--- src/hw/rtl/sdiv_pkg.sv ---
// shared types and constants for the signed divider
// no dependencies; used by sdiv_cell, sdiv_ctrl and signed_int32_divider
package sdiv_pkg;

  localparam int DATA_BITS     = 32;
  localparam int CNT_BITS      = $clog2(DATA_BITS);
  localparam int IN_TDATA_BITS = ((2 * DATA_BITS + 7) / 8) * 8;
  localparam int OUT_TDATA_BITS = ((DATA_BITS + 7) / 8) * 8;

  // sequencer states
  typedef enum logic [1:0] {
    ST_IDLE,
    ST_RUN,
    ST_FIX
  } state_t;

  // controls shared by every cell of the row
  typedef struct packed {
    logic load;
    logic step;
    logic sub;
  } cell_ctrl_t;

  // sequencer outputs toward the datapath
  typedef struct packed {
    logic in_ready;
    logic load;
    logic step;
    logic out_load;
  } seq_t;

endpackage

--- src/hw/rtl/signed_int32_divider.sv ---
// signed 32-bit divider, quotient truncated toward zero, top level
// each item is loaded when accepted, stepped through the cell row at one quotient bit per cycle,
// then sign fixed up into the output register once that is free; no new item is taken while one
// is in the row, but the next item is taken while a result waits
// reset: rst_n synchronous, active low; clears the sequencer and the output valid flag
// depends on sdiv_pkg, sdiv_cell and sdiv_ctrl
module signed_int32_divider (
  input  logic                                 clk,
  input  logic                                 rst_n,
  input  logic                                 in_tvalid,
  output logic                                 in_tready,
  input  logic [sdiv_pkg::IN_TDATA_BITS-1:0]   in_tdata,   // num_in, den_in
  output logic                                 out_tvalid,
  input  logic                                 out_tready,
  output logic [sdiv_pkg::OUT_TDATA_BITS-1:0]  out_tdata,  // quot_out
  output logic [0:0]                           out_tuser   // zero_den
);

  localparam int W = sdiv_pkg::DATA_BITS;

  sdiv_pkg::seq_t     seq;
  sdiv_pkg::cell_ctrl_t cctrl;

  logic [W-1:0] num;
  logic [W-1:0] den;
  logic [W-1:0] num_mag;
  logic [W-1:0] den_mag;
  logic         num_neg;
  logic         den_neg;

  // per-cell wires; the row has one extra cell for the remainder sign
  logic [W:0]   rem_w;
  logic [W:0]   dq_w;
  logic [W:0]   sum_w;
  logic [W+1:0] carry_w;
  logic [W:0]   ld_dq_w;
  logic [W:0]   ld_dv_w;

  // per-item flags captured at accept
  logic qneg_r;
  logic zero_r;
  logic ovf_r;

  // output register
  logic         out_tvalid_r;
  logic [W-1:0] out_quot_r;
  logic         out_zero_r;
  logic [W-1:0] quot_fix;
  logic         out_free;

  // unpack the input item
  assign num = in_tdata[W-1:0];
  assign den = in_tdata[2*W-1:W];

  // magnitudes; the most negative value maps to 2^(W-1) which fits unsigned
  assign num_neg = num[W-1];
  assign den_neg = den[W-1];
  assign num_mag = num_neg ? (~num + 1'b1) : num;
  assign den_mag = den_neg ? (~den + 1'b1) : den;

  // sequencer
  assign out_free = !out_tvalid_r || out_tready;

  sdiv_ctrl u_ctrl (
    .clk       (clk),
    .rst_n     (rst_n),
    .in_tvalid (in_tvalid),
    .out_free  (out_free),
    .seq       (seq)
  );

  assign in_tready = seq.in_ready;

  // non-restoring step: subtract while the remainder is non-negative, add otherwise
  assign cctrl.load = seq.load;
  assign cctrl.step = seq.step;
  assign cctrl.sub  = !rem_w[W];

  // load values: dividend into the quotient shift slices, divisor into all but the top cell
  assign ld_dq_w = {1'b0, num_mag};
  assign ld_dv_w = {1'b0, den_mag};
  assign carry_w[0] = cctrl.sub;

  // row of bit-slice cells: remainder and dividend shift up one cell per step,
  // the dividend top bit enters the remainder bottom, the new quotient bit enters
  // the dividend bottom
  for (genvar i = 0; i <= W; i++) begin : g_cell
    logic rem_in_b;
    logic dq_in_b;

    if (i == 0) begin : g_bottom
      assign rem_in_b = dq_w[W-1];
      assign dq_in_b  = !sum_w[W];
    end else begin : g_upper
      assign rem_in_b = rem_w[i-1];
      assign dq_in_b  = dq_w[i-1];
    end

    sdiv_cell u_cell (
      .clk       (clk),
      .ctrl      (cctrl),
      .ld_dq     (ld_dq_w[i]),
      .ld_dv     (ld_dv_w[i]),
      .rem_in    (rem_in_b),
      .dq_in     (dq_in_b),
      .carry_in  (carry_w[i]),
      .rem_q     (rem_w[i]),
      .dq_q      (dq_w[i]),
      .sum       (sum_w[i]),
      .carry_out (carry_w[i+1])
    );
  end

  // special cases and sign, kept for the fix-up
  always_ff @(posedge clk) begin
    if (seq.load) begin
      qneg_r <= num_neg ^ den_neg;
      zero_r <= (den == '0);
      ovf_r  <= (num == {1'b1, {(W-1){1'b0}}}) && (den == {W{1'b1}});
    end
  end

  // sign fix-up with zero divisor and overflow overrides
  always_comb begin
    if (zero_r) begin
      quot_fix = '0;
    end else if (ovf_r) begin
      quot_fix = {1'b0, {(W-1){1'b1}}};
    end else if (qneg_r) begin
      quot_fix = ~dq_w[W-1:0] + 1'b1;
    end else begin
      quot_fix = dq_w[W-1:0];
    end
  end

  always_ff @(posedge clk) begin
    if (!rst_n) begin
      out_tvalid_r <= 1'b0;
    end else if (seq.out_load) begin
      out_tvalid_r <= 1'b1;
    end else if (out_tready) begin
      out_tvalid_r <= 1'b0;
    end
  end

  always_ff @(posedge clk) begin
    if (seq.out_load) begin
      out_quot_r <= quot_fix;
      out_zero_r <= zero_r;
    end
  end

  assign out_tvalid = out_tvalid_r;
  assign out_tdata  = sdiv_pkg::OUT_TDATA_BITS'(out_quot_r);
  assign out_tuser  = out_zero_r;

  a_zero_quot: assert property (@(posedge clk) disable iff (!rst_n)
    out_tvalid_r && out_zero_r |-> out_quot_r == '0)
    else $error("zero divisor with nonzero quotient");

  a_load_free: assert property (@(posedge clk) disable iff (!rst_n)
    seq.out_load |-> !out_tvalid_r || out_tready)
    else $error("result overwrote a waiting item");

  a_load_valid: assert property (@(posedge clk) disable iff (!rst_n)
    seq.out_load |=> out_tvalid_r)
    else $error("loaded result not presented");

  a_no_accept_busy: assert property (@(posedge clk) disable iff (!rst_n)
    in_tready |-> !seq.step && !seq.out_load)
    else $error("input ready while an item is in the row");

endmodule

--- src/hw/rtl/sdiv_cell.sv ---
// one bit slice of the divider row: remainder bit, dividend/quotient bit, divisor bit
// depends on sdiv_pkg for the cell control struct
module sdiv_cell (
  input  logic                  clk,
  input  sdiv_pkg::cell_ctrl_t  ctrl,
  input  logic                  ld_dq,
  input  logic                  ld_dv,
  input  logic                  rem_in,
  input  logic                  dq_in,
  input  logic                  carry_in,
  output logic                  rem_q,
  output logic                  dq_q,
  output logic                  sum,
  output logic                  carry_out
);

  logic rem_r;
  logic dq_r;
  logic dv_r;
  logic dop;

  // add or subtract the divisor bit against the shifted remainder bit
  assign dop       = dv_r ^ ctrl.sub;
  assign sum       = rem_in ^ dop ^ carry_in;
  assign carry_out = (rem_in & dop) | (carry_in & (rem_in ^ dop));

  always_ff @(posedge clk) begin
    if (ctrl.load) begin
      rem_r <= 1'b0;
      dq_r  <= ld_dq;
      dv_r  <= ld_dv;
    end else if (ctrl.step) begin
      rem_r <= sum;
      dq_r  <= dq_in;
    end
  end

  assign rem_q = rem_r;
  assign dq_q  = dq_r;

endmodule

--- src/hw/rtl/sdiv_ctrl.sv ---
// sequencer for the divider: accept, step count, result hand-off
// depends on sdiv_pkg for state and control types
module sdiv_ctrl (
  input  logic           clk,
  input  logic           rst_n,
  input  logic           in_tvalid,
  input  logic           out_free,
  output sdiv_pkg::seq_t seq
);

  sdiv_pkg::state_t                state_r;
  sdiv_pkg::state_t                state_nxt;
  logic [sdiv_pkg::CNT_BITS-1:0]   cnt_r;
  logic [sdiv_pkg::CNT_BITS-1:0]   cnt_nxt;
  logic                            last_step;

  assign last_step = (cnt_r == sdiv_pkg::CNT_BITS'(sdiv_pkg::DATA_BITS - 1));

  // next state
  always_comb begin
    state_nxt = state_r;
    cnt_nxt   = cnt_r;
    case (state_r)
      sdiv_pkg::ST_IDLE: begin
        cnt_nxt = '0;
        if (in_tvalid) begin
          state_nxt = sdiv_pkg::ST_RUN;
        end
      end
      sdiv_pkg::ST_RUN: begin
        cnt_nxt = cnt_r + 1'b1;
        if (last_step) begin
          state_nxt = sdiv_pkg::ST_FIX;
        end
      end
      sdiv_pkg::ST_FIX: begin
        if (out_free) begin
          state_nxt = sdiv_pkg::ST_IDLE;
        end
      end
      default: begin
        state_nxt = sdiv_pkg::ST_IDLE;
      end
    endcase
  end

  // outputs
  always_comb begin
    seq = '0;
    case (state_r)
      sdiv_pkg::ST_IDLE: begin
        seq.in_ready = 1'b1;
        seq.load     = in_tvalid;
      end
      sdiv_pkg::ST_RUN: begin
        seq.step = 1'b1;
      end
      sdiv_pkg::ST_FIX: begin
        seq.out_load = out_free;
      end
      default: begin
        seq = '0;
      end
    endcase
  end

  always_ff @(posedge clk) begin
    if (!rst_n) begin
      state_r <= sdiv_pkg::ST_IDLE;
      cnt_r   <= '0;
    end else begin
      state_r <= state_nxt;
      cnt_r   <= cnt_nxt;
    end
  end

  a_load_step_excl: assert property (@(posedge clk) disable iff (!rst_n)
    !(seq.load && seq.step))
    else $error("load and step together");

  a_run_from_load: assert property (@(posedge clk) disable iff (!rst_n)
    seq.load |=> (state_r == sdiv_pkg::ST_RUN) && (cnt_r == '0))
    else $error("accepted item did not start stepping at count zero");

  a_fix_after_last: assert property (@(posedge clk) disable iff (!rst_n)
    (state_r == sdiv_pkg::ST_RUN) && last_step |=> state_r == sdiv_pkg::ST_FIX)
    else $error("step count overran");

endmodule

--- config.mk ---
export PLATFORM = sky130hd
export DESIGN_NAME = signed_int32_divider
export DESIGN_NICKNAME = d
export VERILOG_FILES = /design/src/hw/rtl/sdiv_pkg.sv /design/src/hw/rtl/signed_int32_divider.sv /design/src/hw/rtl/sdiv_cell.sv /design/src/hw/rtl/sdiv_ctrl.sv
export SDC_FILE = /design/constraint.sdc
export NUM_CORES = 1
export LEC_CHECK = 0
export ABC_AREA = 1
export BUFFER_PORTS_ARGS = -buffer_cell sky130_fd_sc_hd__buf_2
export CORE_ASPECT_RATIO = 2
export CORE_MARGIN = 1
export CORE_UTILIZATION = 46
export DETAILED_ROUTE_END_ITERATION = 10
export GPL_TIMING_DRIVEN = 1
export PLACE_DENSITY_LB_ADDON = 0.05
export RECOVER_POWER = 100
export SYNTH_ARGS = -nofsm -noshare
export SYNTH_HDL_FRONTEND = slang
export SYNTH_HIERARCHICAL = 1
export SYNTH_SLANG_ARGS = --single-unit
--- constraint.sdc ---
create_clock -name clk -period 20.4 [get_ports clk]
set_input_delay 1.02 -clock clk [delete_from_list [all_inputs] [get_ports clk]]
set_output_delay 1.02 -clock clk [all_outputs]
set_load 0.01 [all_outputs]
==> After elaboration in Yosys (flattened, before gate mapping) <==
Cells that the tools add are included.
{ "totals": {"rom_bits": 0, "wordCells": 406, "register_bits": 141, "output_inout_bits": 35, "latch_bits": 0, "n_memories": 0, "ram_bits": 0} }
{ "op_classes": {"mux": 78, "div": 0, "n_mul": 0, "n_eq_ne": 8, "n_shift": 0, "order_cmp": 0, "reduce_logical": 12, "bitwise": 198, "addsub": 4} }
{ "op_table": {"columns": ["op", "count"], "rows": [
  ["$xor A1 B1 Y1", 99],
  ["$add A32 B1 Y32 const B", 3],
  ["$not A32 Y32", 3],
  ["$mux W1", 68],
  ["$and A1 B1 Y1", 64],
  ["$eq A32 B32 Y1 const B", 2],
  ["$mux W32", 2],
  ["$mux W31", 2],
  ["$logic_not A32 Y1", 1],
  ["$or A1 B1 Y1", 32],
  ["$pmux W5 S2", 1],
  ["$mux W2", 4],
  ["$pmux W2 S3", 1],
  ["$reduce_bool A2 Y1", 3],
  ["$add A5 B1 Y5 const B", 1],
  ["$eq A5 B5 Y1 const B", 1],
  ["$ne A2 B1 Y1 const B", 2],
  ["$logic_not A1 Y1", 3],
  ["$reduce_and A3 Y1", 1],
  ["$eq A2 B1 Y1 const B", 1],
  ["$eq A2 B2 Y1 const B", 1],
  ["$logic_not A2 Y1", 1],
  ["$ne A2 B2 Y1 const B", 1],
  ["$reduce_or A2 Y1", 1],
  ["other kinds (2)", 2]
]} }

==> Longest topological paths before layout <==
Gate-level depths: netlist (run 1).
{ "depth": {"ltp_word": 71, "depth_mapped": 103} }

==> Modules after synthesis <==
The synthesis (run 1) kept the hierarchy.
{ "by_module_without_submodules": {"columns": ["mod", "instances", "area_each_um2", "cells_each"], "rows": [
  ["sdiv_cell", 33, 160.2, 18],
  ["signed_int32_divider", 1, 4327.9, 704],
  ["sdiv_ctrl", 1, 337.8, 46]
]} }

==> Worst setup path before layout (run 1) <==
OpenSTA, ideal clock, no wires.
{ "synth_path": {"kind": "register to register", "startpoint": "register g_cell[32].u_cell.rem_r", "endpoint": "register g_cell[0].u_cell.dq_r, data pin", "path_stages_with_launch": 104, "slack_ps": 3194, "setup_ps": 260, "synth_period_minus_slack_ps": 17206, "path_buffers": 0, "arrival_ps": 16946, "cell_sequence": "dfxtp_1 inv_1 xnor2_1 fa_1 inv_1 inv_1 fa_1 inv_1 inv_1 fa_1 inv_1 inv_1 fa_1 inv_1 inv_1 fa_1 inv_1 inv_1 [68 not listed] inv_1 fa_1 inv_1 inv_1 fa_1 inv_1 inv_1 fa_1 inv_1 inv_1 fa_1 inv_1 inv_1 fa_1 inv_1 inv_1 nand2_1 nand2_1"} }
{ "synth_between": {"elab_chain_len": 71, "word_cells_on_any_way": 166, "classes_between": "mux (2); bitwise (162); reduce/logical (2)"} }
{ "synth_lines": {"columns": ["element", "line_no", "text"], "rows": [
  ["from (decl)", "sdiv_cell.sv:17", "logic rem_r;"],
  ["from (signal assigned)", "sdiv_cell.sv:33", "rem_r <= sum;"],
  ["$logic_not A1 Y1 *", "signed_int32_divider.sv:77", "assign cctrl.sub = !rem_w[W];"],
  ["via carry_w[0]", "signed_int32_divider.sv:35", "logic [W+1:0] carry_w;"],
  ["$xor A1 B1 Y1", "sdiv_cell.sv:23", "assign dop = dv_r ^ ctrl.sub;"],
  ["$xor A1 B1 Y1", "sdiv_cell.sv:25", "assign carry_out = (rem_in & dop) | (carry_in & (rem_in ^ dop));"],
  ["$and A1 B1 Y1", "sdiv_cell.sv:25", null],
  ["$or A1 B1 Y1 *", "sdiv_cell.sv:25", null],
  ["via carry_w[1]", "signed_int32_divider.sv:35", null],
  ["$and A1 B1 Y1 *", "sdiv_cell.sv:25", null],
  ["[1 not listed]", null, null],
  ["via carry_w[2]", "signed_int32_divider.sv:35", null],
  ["[2 not listed]", null, null],
  ["via carry_w[3]", "signed_int32_divider.sv:35", null],
  ["[2 not listed]", null, null],
  ["via carry_w[4]", "signed_int32_divider.sv:35", null],
  ["[2 not listed]", null, null],
  ["via carry_w[5]", "signed_int32_divider.sv:35", null],
  ["[2 not listed]", null, null],
  ["via carry_w[6]", "signed_int32_divider.sv:35", null],
  ["[2 not listed]", null, null],
  ["via carry_w[7]", "signed_int32_divider.sv:35", null],
  ["[2 not listed]", null, null],
  ["via carry_w[8]", "signed_int32_divider.sv:35", null],
  ["[2 not listed]", null, null],
  ["via carry_w[9]", "signed_int32_divider.sv:35", null],
  ["[2 not listed]", null, null],
  ["via carry_w[10]", "signed_int32_divider.sv:35", null],
  ["[2 not listed]", null, null],
  ["via carry_w[11]", "signed_int32_divider.sv:35", null],
  ["[2 not listed]", null, null],
  ["via carry_w[12]", "signed_int32_divider.sv:35", null],
  ["[2 not listed]", null, null],
  ["via carry_w[13]", "signed_int32_divider.sv:35", null],
  ["[2 not listed]", null, null],
  ["via carry_w[14]", "signed_int32_divider.sv:35", null],
  ["[2 not listed]", null, null],
  ["via carry_w[15]", "signed_int32_divider.sv:35", null],
  ["[2 not listed]", null, null],
  ["via carry_w[16]", "signed_int32_divider.sv:35", null],
  ["[2 not listed]", null, null],
  ["via carry_w[17]", "signed_int32_divider.sv:35", null],
  ["[2 not listed]", null, null],
  ["via carry_w[18]", "signed_int32_divider.sv:35", null],
  ["[2 not listed]", null, null],
  ["via carry_w[19]", "signed_int32_divider.sv:35", null],
  ["[2 not listed]", null, null],
  ["via carry_w[20]", "signed_int32_divider.sv:35", null],
  ["[2 not listed]", null, null],
  ["via carry_w[21]", "signed_int32_divider.sv:35", null],
  ["[2 not listed]", null, null],
  ["via carry_w[22]", "signed_int32_divider.sv:35", null],
  ["[2 not listed]", null, null],
  ["via carry_w[23]", "signed_int32_divider.sv:35", null],
  ["[2 not listed]", null, null],
  ["via carry_w[24]", "signed_int32_divider.sv:35", null],
  ["[2 not listed]", null, null],
  ["via carry_w[25]", "signed_int32_divider.sv:35", null],
  ["[2 not listed]", null, null],
  ["via carry_w[26]", "signed_int32_divider.sv:35", null],
  ["[2 not listed]", null, null],
  ["via carry_w[27]", "signed_int32_divider.sv:35", null],
  ["[2 not listed]", null, null],
  ["via carry_w[28]", "signed_int32_divider.sv:35", null],
  ["[2 not listed]", null, null],
  ["via carry_w[29]", "signed_int32_divider.sv:35", null],
  ["[2 not listed]", null, null],
  ["via carry_w[30]", "signed_int32_divider.sv:35", null],
  ["[2 not listed]", null, null],
  ["via carry_w[31]", "signed_int32_divider.sv:35", null],
  ["[1 not listed]", null, null],
  ["$or A1 B1 Y1 *", "sdiv_cell.sv:25", null],
  ["via carry_w[32]", "signed_int32_divider.sv:35", null],
  ["$xor A1 B1 Y1 *", "sdiv_cell.sv:24", "assign sum = rem_in ^ dop ^ carry_in;"],
  ["via sum_w[32]", "signed_int32_divider.sv:34", "logic [W:0] sum_w;"],
  ["$logic_not A1 Y1 *", "signed_int32_divider.sv:93", "assign dq_in_b = !sum_w[W];"],
  ["via g_cell[0].dq_in_b", "signed_int32_divider.sv:89", "logic dq_in_b;"],
  ["$mux W1 *", "sdiv_cell.sv:32", "end else if (ctrl.step) begin"],
  ["$mux W1 *", "sdiv_cell.sv:28", "if (ctrl.load) begin"],
  ["to (signal assigned)", "sdiv_cell.sv:30", "dq_r <= ld_dq;"],
  ["to (signal assigned)", "sdiv_cell.sv:34", "dq_r <= dq_in;"],
  ["to (decl)", "sdiv_cell.sv:18", "logic dq_r;"]
]} }
Mark *: on every way through the listed nets, which the timed path passes. The rest lies on a longest branch. The select of a mux whose other input is x is not followed.
A chain may end at the register's enable or synchronous reset.

==> Final worst setup path (run 1) <==
Ends and elaborated chain as after synthesis.

==> flow_metrics.py, run 1 <==
metrics = {
    "outcome": {
        "status": "complete, but fails checks",
        "failed_checks": "max-capacitance violations, max-slew violations",
    },
    "sta": {
        "final.min_clock_period_ps": 17150,
        "period_share": 0.841,
        "skew_ps": 5.55,
        "fmax_mhz": 58.3,
        "fin_ws_ps": 3250,
        "fin_tns_setup_ps": 0,
        "tightest_slew_ps": 3030,
        "rsz0062_at_grt": "false",
        "relSlewSlack": -1.02,
        "hold_viol_final": 0,
        "setup_viol": 0,
        "drv_slew": 171,
    },
    "worst_setup_path": {
        "worstReg2RegStart": "g_cell[32].u_cell/rem_q$_SDFFE_PP0P_",
        "reg2reg_to": "g_cell[0].u_cell/dq_q$_DFFE_PP_",
        "crit_slowest_cell": "fa_1",
        "start_kind": "flip-flop",
        "regToRegSetupSlack_ps": 3250,
        "slowest_delay_ps": 480,
        "critical_path_class": "flip-flop to flip-flop",
        "cpMostUsedCell": "inv_1",
        "cp_max_fo": 10,
        "crit_required_ps": 20570,
        "worstSetupStartpoint": "g_cell[32].u_cell/rem_q$_SDFFE_PP0P_",
        "end_kind": "flip-flop",
        "setup.worst_path.end": "g_cell[0].u_cell/dq_q$_DFFE_PP_",
        "rr_worst_depth": 103,
        "arrival_ps": 17320,
    },
    "global_route": {
        "grt_pass1_vias": 8121,
        "grt_first_pass_wirelength_mm": 39.1,
        "grt.overflow.total": 0,
        "antenna_found_initial": 0,
        "grt_max_degree": 95,
        "grt_usage": 0.235,
    },
    "floorplan": {
        "ios": 103,
        "dieArea_um2": 21900,
        "core_um2": 20900,
        "die-height_um": 208,
        "start_util": 0.467,
        "fp.dieW_um": 105,
        "row_count": 75,
    },
    "pwr": {
        "power_density_nw_per_um2": 89.4,
        "p_leak_uw": 0.00512,
        "intPower_uw": 672,
        "ir_drop_mv": 0.0543,
        "p_sw_frac": 0.322,
        "p_clk_frac": 0.329,
        "net-switching-power_uw": 320,
        "power.share.combinational": 0.290,
        "seqPwrFrac": 0.382,
    },
    "place": {
        "gp_congestion": 0.891,
        "dpl.hpwl_mm": 19.0,
        "dp_slack_ps": 3140,
        "port_buffers": 102,
    },
    "clock_network": {
        "clkSinkCount": 142,
        "cts-buffers-inserted": 17,
        "cts-root-buf": "clkbuf_16",
        "cts_resized": 0,
        "clkLatencyLatePin_ps": 430,
        "ctsHoldBuffers": 0,
        "cts_tree": "done",
        "cts_max_level": 4,
        "post_cts_buffers": 0,
        "clk_pin_slew_ps": 60,
        "cts_buffer_depth": 2,
    },
    "final_layout": {
        "regArea_um2": 3850,
        "fin_nets": 1523,
        "utilization": 0.531,
        "multiInputGateArea_um2": 4950,
        "fill_cells": 2124,
        "synthToLayoutAreaGrowth_pct": 13.5,
        "diodes": 0,
        "drive_gt1_frac": 0.0868,
    },
    "drt": {
        "routedWlPerCell_um": 14.1,
        "dr_total_vias": 8117,
        "drc_errors": 0,
        "avgViaCountPerCell": 4.78,
        "dr.first_iter.drc_count": 268,
        "drt_wl_total_mm": 23.9,
        "first_pass_iters": 5,
        "ant_nets": 0,
    },
    "synth": {
        "synth_cells": 1306,
        "yosys_warnings": 6,
        "synth.avg_cell_area_um2": 7.49,
        "syn-num-nets": 1414,
        "syn_area_um2": 9780,
    },
    "job": {
        "cap_violations": 3,
    },
    "min_path": {
        "min_path_type": "flip-flop to flip-flop",
    },
}
routing by layer:
| layer | vias to the layer above | GRT usage | part of all wire |
|---|---|---|---|
| li1 | 4245 | - | - |
| met1 | 3656 | 0.223 | 0.36 |
| met2 | 159 | 0.461 | 0.56 |
| met3 | 57 | 0.0410 | 0.025 |
| met4 | 0 | 0.130 | 0.049 |
| met5 | - | 0 | 0 |
placed cells by master, fill, tap and decap left out, types with 4 or more instances in the layout:
master and n:
nand2_1 373, inv_1 219, nor2_1 187, edfxtp_1 101, nand3_1 69, buf_2 66, xor2_1 43, clkbuf_1 41
dfxtp_1 41, xnor2_1 36, fa_1 33, o21ai_0 32, or2_1 23, nand3b_1 20, a21oi_1 17, clkbuf_16 17
nor3_1 16, or2_0 10, nand4_1 9, nor2_2 9, a31oi_1 9, ha_1 7, nand2_2 4, o31ai_1 4
clkinv_1 4, bufinv_16 4
worst min-delay path by stage:
stage,slack (ps),start,cells after the start,endpoint
after floorplan,420,zero_r$_DFFE_PP_,0,out_tuser$_DFFE_PP_
after global placement,450,u_ctrl/cnt_r[4]$_SDFFE_PN0P_,2,u_ctrl/cnt_r[4]$_SDFFE_PN0P_
after detailed placement,470,u_ctrl/cnt_r[4]$_SDFFE_PN0P_,2,u_ctrl/cnt_r[4]$_SDFFE_PN0P_
after CTS,470,u_ctrl/cnt_r[4]$_SDFFE_PN0P_,2,u_ctrl/cnt_r[4]$_SDFFE_PN0P_
after global routing,500,g_cell[31].u_cell/rem_q$_SDFFE_PP0P_,2,g_cell[31].u_cell/rem_q$_SDFFE_PP0P_
final,470,u_ctrl/cnt_r[4]$_SDFFE_PN0P_,2,u_ctrl/cnt_r[4]$_SDFFE_PN0P_
layout make-up:
cell class                      count  area share
Clock inverter                     11      0.0150
Sequential cell                   142       0.347
Multi-Input combinational cell    920       0.446
Inverter                          227      0.0770
Timing Repair Buffer              107      0.0446
Clock buffer                       21      0.0406
Tap cell                          269      0.0303
critical path, delay by kind of cell, from the launching register on:
family / cells / cell delay, ps
fa+ha+maj: 33 / 12530
buf+inv: 67 / 3810
simple gates: 2 / 110
xor+xnor: 1 / 150
flops: 1 / 310
metrics by stage:
step	cell area, um2	instances	power [uW]	hold WS, ps
floorplan	9780	1306	607	421
global placement	10600	1665	671	453
detailed placement	10600	1665	675	465
CTS	11200	1697	1010	473
global route	11100	1697	1070	500
finish	11100	1697	992	468
sequential cells by signal, indices dropped and copies added (netlist names):
name and cells:
g_cell.u_cell/dv_r 33, g_cell.u_cell/dq_q 32, out_tdata 32, qneg_r 1, u_ctrl/state_r 2, ovf_r 1, zero_r 1, u_ctrl/cnt_r 5
g_cell.u_cell/rem_q 33, out_tuser 1, out_tvalid 1
power by group through the flow:
| stage | logic (uW) | clock network (uW) | registers (uW) |
|---|---|---|---|
| 3_3_place_gp | 287 | 0 | 384 |
| 5_1_grt | 342 | 345 | 384 |
| 4_1_cts | 293 | 333 | 379 |
| 2_1_floorplan | 232 | 0 | 374 |
| 3_5_place_dp | 291 | 0 | 385 |
| 6_report | 287 | 326 | 379 |
(Power assumes the default switching activity.)
==> inputs of run 2 (changes only) <==
ABC_AREA = 0   (was 1)
clock period = 17.6 ns   (was 20.4 ns; I/O delays follow)
==> run 2 against run 1 <==
The flow still finishes with violations (max-capacitance violations, max-slew violations). Clock power grew 5%. Synthesized area down 9.3%. First-iteration DRC count down 38%. Register-to-register slack got worse by 2300 ps. Cell count fell by 30%. Clock skew rose by 2.1 ps. Combinational power increased by 47%. Hold slack gained 25 ps. Fmax grew 3.1%. Die area is 9.2% lower. Critical endpoint unchanged. Largest power group unchanged.
==> flow_metrics.py, run 2 <==
metrics = {
    "min_path": {
        "min_to": "g_cell[3].u_cell/rem_q$_SDFFE_PP0P_",
        "worstHoldStart": "g_cell[3].u_cell/rem_q$_SDFFE_PP0P_",
        "min_delay_path_depth": 2,
        "min_path_type": "flip-flop to flip-flop",
    },
    "floorplan": {
        "die-height_um": 198,
        "ios": 103,
        "dieArea_um2": 19900,
        "row_count": 71,
        "core_um2": 18800,
        "start_util": 0.471,
        "fp.dieW_um": 100,
    },
    "place": {
        "gp_congestion": 0.884,
        "port_buffers": 102,
        "dpl.hpwl_mm": 14.0,
    },
    "final_layout": {
        "utilization": 0.530,
        "regArea_um2": 3850,
        "fill_cells": 1792,
        "multiInputGateArea_um2": 4320,
        "fin_nets": 1027,
        "final_common_cell": "inv_1",
        "synthToLayoutAreaGrowth_pct": 12.6,
        "diodes": 0,
        "mostFrequentLayoutCells": "112 x inv_1, 101 x edfxtp_1, 91 x xnor2_1",
        "drive_gt1_frac": 0.171,
    },
    "drt": {
        "ant_nets": 0,
        "dr.first_iter.drc_count": 167,
        "routedWlPerCell_um": 15.6,
        "avgViaCountPerCell": 5.20,
        "first_pass_iters": 4,
        "dr_total_vias": 6174,
        "drt_wl_total_mm": 18.5,
        "drc_errors": 0,
    },
    "worst_setup_path": {
        "cp_max_fo": 2,
        "cpMostUsedCell": "inv_1",
        "worstReg2RegStart": "g_cell[0].u_cell/dv_r$_DFFE_PP_",
        "worstSetupStartpoint": "g_cell[0].u_cell/dv_r$_DFFE_PP_",
        "slowest_delay_ps": 480,
        "end_kind": "flip-flop",
        "reg2reg_to": "g_cell[0].u_cell/dq_q$_DFFE_PP_",
        "start_kind": "flip-flop",
        "crit_slowest_cell": "fa_2",
        "critical_path_class": "flip-flop to flip-flop",
        "rr_worst_depth": 101,
        "arrival_ps": 16800,
        "regToRegSetupSlack_ps": 970,
        "crit_required_ps": 17770,
    },
    "clock_network": {
        "cts-buffers-inserted": 17,
        "ctsHoldBuffers": 0,
        "cts_max_level": 4,
        "cts_tree": "done",
        "cts-root-buf": "clkbuf_16",
        "clkLatencyLatePin_ps": 420,
        "clk_pin_slew_ps": 60,
        "cts_buffer_depth": 2,
        "clkSinkCount": 142,
    },
    "global_route": {
        "grt_first_pass_wirelength_mm": 30.8,
        "grt.overflow.total": 0,
        "grt_pass1_vias": 6227,
        "antenna_found_initial": 1,
        "grt_max_degree": 102,
        "grt_usage": 0.202,
    },
    "sta": {
        "final.min_clock_period_ps": 16630,
        "drv_slew": 205,
        "fin_tns_setup_ps": 0,
        "period_share": 0.945,
        "relSlewSlack": -1.23,
        "tightest_slew_ps": 3350,
        "fmax_mhz": 60.1,
        "hold_viol_final": 0,
        "setup_viol": 0,
        "rsz0062_at_grt": "false",
        "skew_ps": 7.63,
        "whs_ps": 493,
    },
    "pwr": {
        "power_density_nw_per_um2": 123,
        "ir_drop_mv": 0.0717,
        "p_leak_uw": 0.00367,
    },
    "job": {
        "cap_violations": 4,
    },
    "synth": {
        "synth.avg_cell_area_um2": 10.9,
        "syn-num-nets": 921,
        "yosys_warnings": 6,
        "synth_cells": 813,
        "syn_area_um2": 8870,
    },
    "outcome": {
        "failed_checks": "max-capacitance violations, max-slew violations",
        "status": "complete, but fails checks",
    },
}
run 2: repair_timing:
item,CTS,global route
gates resized for setup,0,16
setup endpoints to repair,0,2
setup buffers,0,1
run 2: through the flow:
| step | power, uW | area (um2) | setup slack, ps | instances |
|---|---|---|---|---|
| after floorplan | 787 | 8870 | 232 | 813 |
| after global placement | 870 | 9660 | 512 | 1154 |
| after detailed placement | 889 | 9660 | 278 | 1154 |
| after CTS | 1240 | 10200 | 250 | 1186 |
| after global routing | 1330 | 9990 | 16.2 | 1187 |
| final | 1220 | 9990 | 970 | 1187 |
run 2: worst max-delay path by stage:
stage / slack [ps] / endpoint
floorplan: 230 / g_cell[0].u_cell/dq_q$_DFFE_PP_
global placement: 510 / g_cell[0].u_cell/dq_q$_DFFE_PP_
detailed placement: 280 / g_cell[0].u_cell/dq_q$_DFFE_PP_
CTS: 250 / g_cell[0].u_cell/dq_q$_DFFE_PP_
global route: 20 / g_cell[0].u_cell/dq_q$_DFFE_PP_
finish: 970 / g_cell[0].u_cell/dq_q$_DFFE_PP_
run 2: worst max-delay path: cells and delay by family (launching register included):
| kind | cells | cell delay (ps) |
|---|---|---|
| adders and majority gates | 33 | 12120 |
| muxes | 1 | 260 |
| buffers and inverters | 66 | 3490 |
| xor gates and xnor gates | 1 | 160 |
| DFF | 1 | 380 |
run 2: metal layers:
layer	GRT usage	vias up	routed length [um]
met3	0.0397	35	634
li1	-	3048	-
met5	0	-	10
met2	0.392	127	10600
met4	0.0918	2	540
met1	0.200	2962	6710
run 2: layout make-up:
| cell class | count | share of cell area |
|---|---|---|
| multi-input cells | 537 | 0.433 |
| inverters | 113 | 0.0425 |
| clock inverters | 13 | 0.0117 |
| repair buffers | 108 | 0.0500 |
| flip-flops and latches | 142 | 0.386 |
| clock buffers | 19 | 0.0454 |
| well taps | 255 | 0.0319 |
run 2: power breakdown:
part,internal [uW],total [uW],switching [uW]
clock network,201,343,141
logic,191,422,231
registers,421,459,38.2
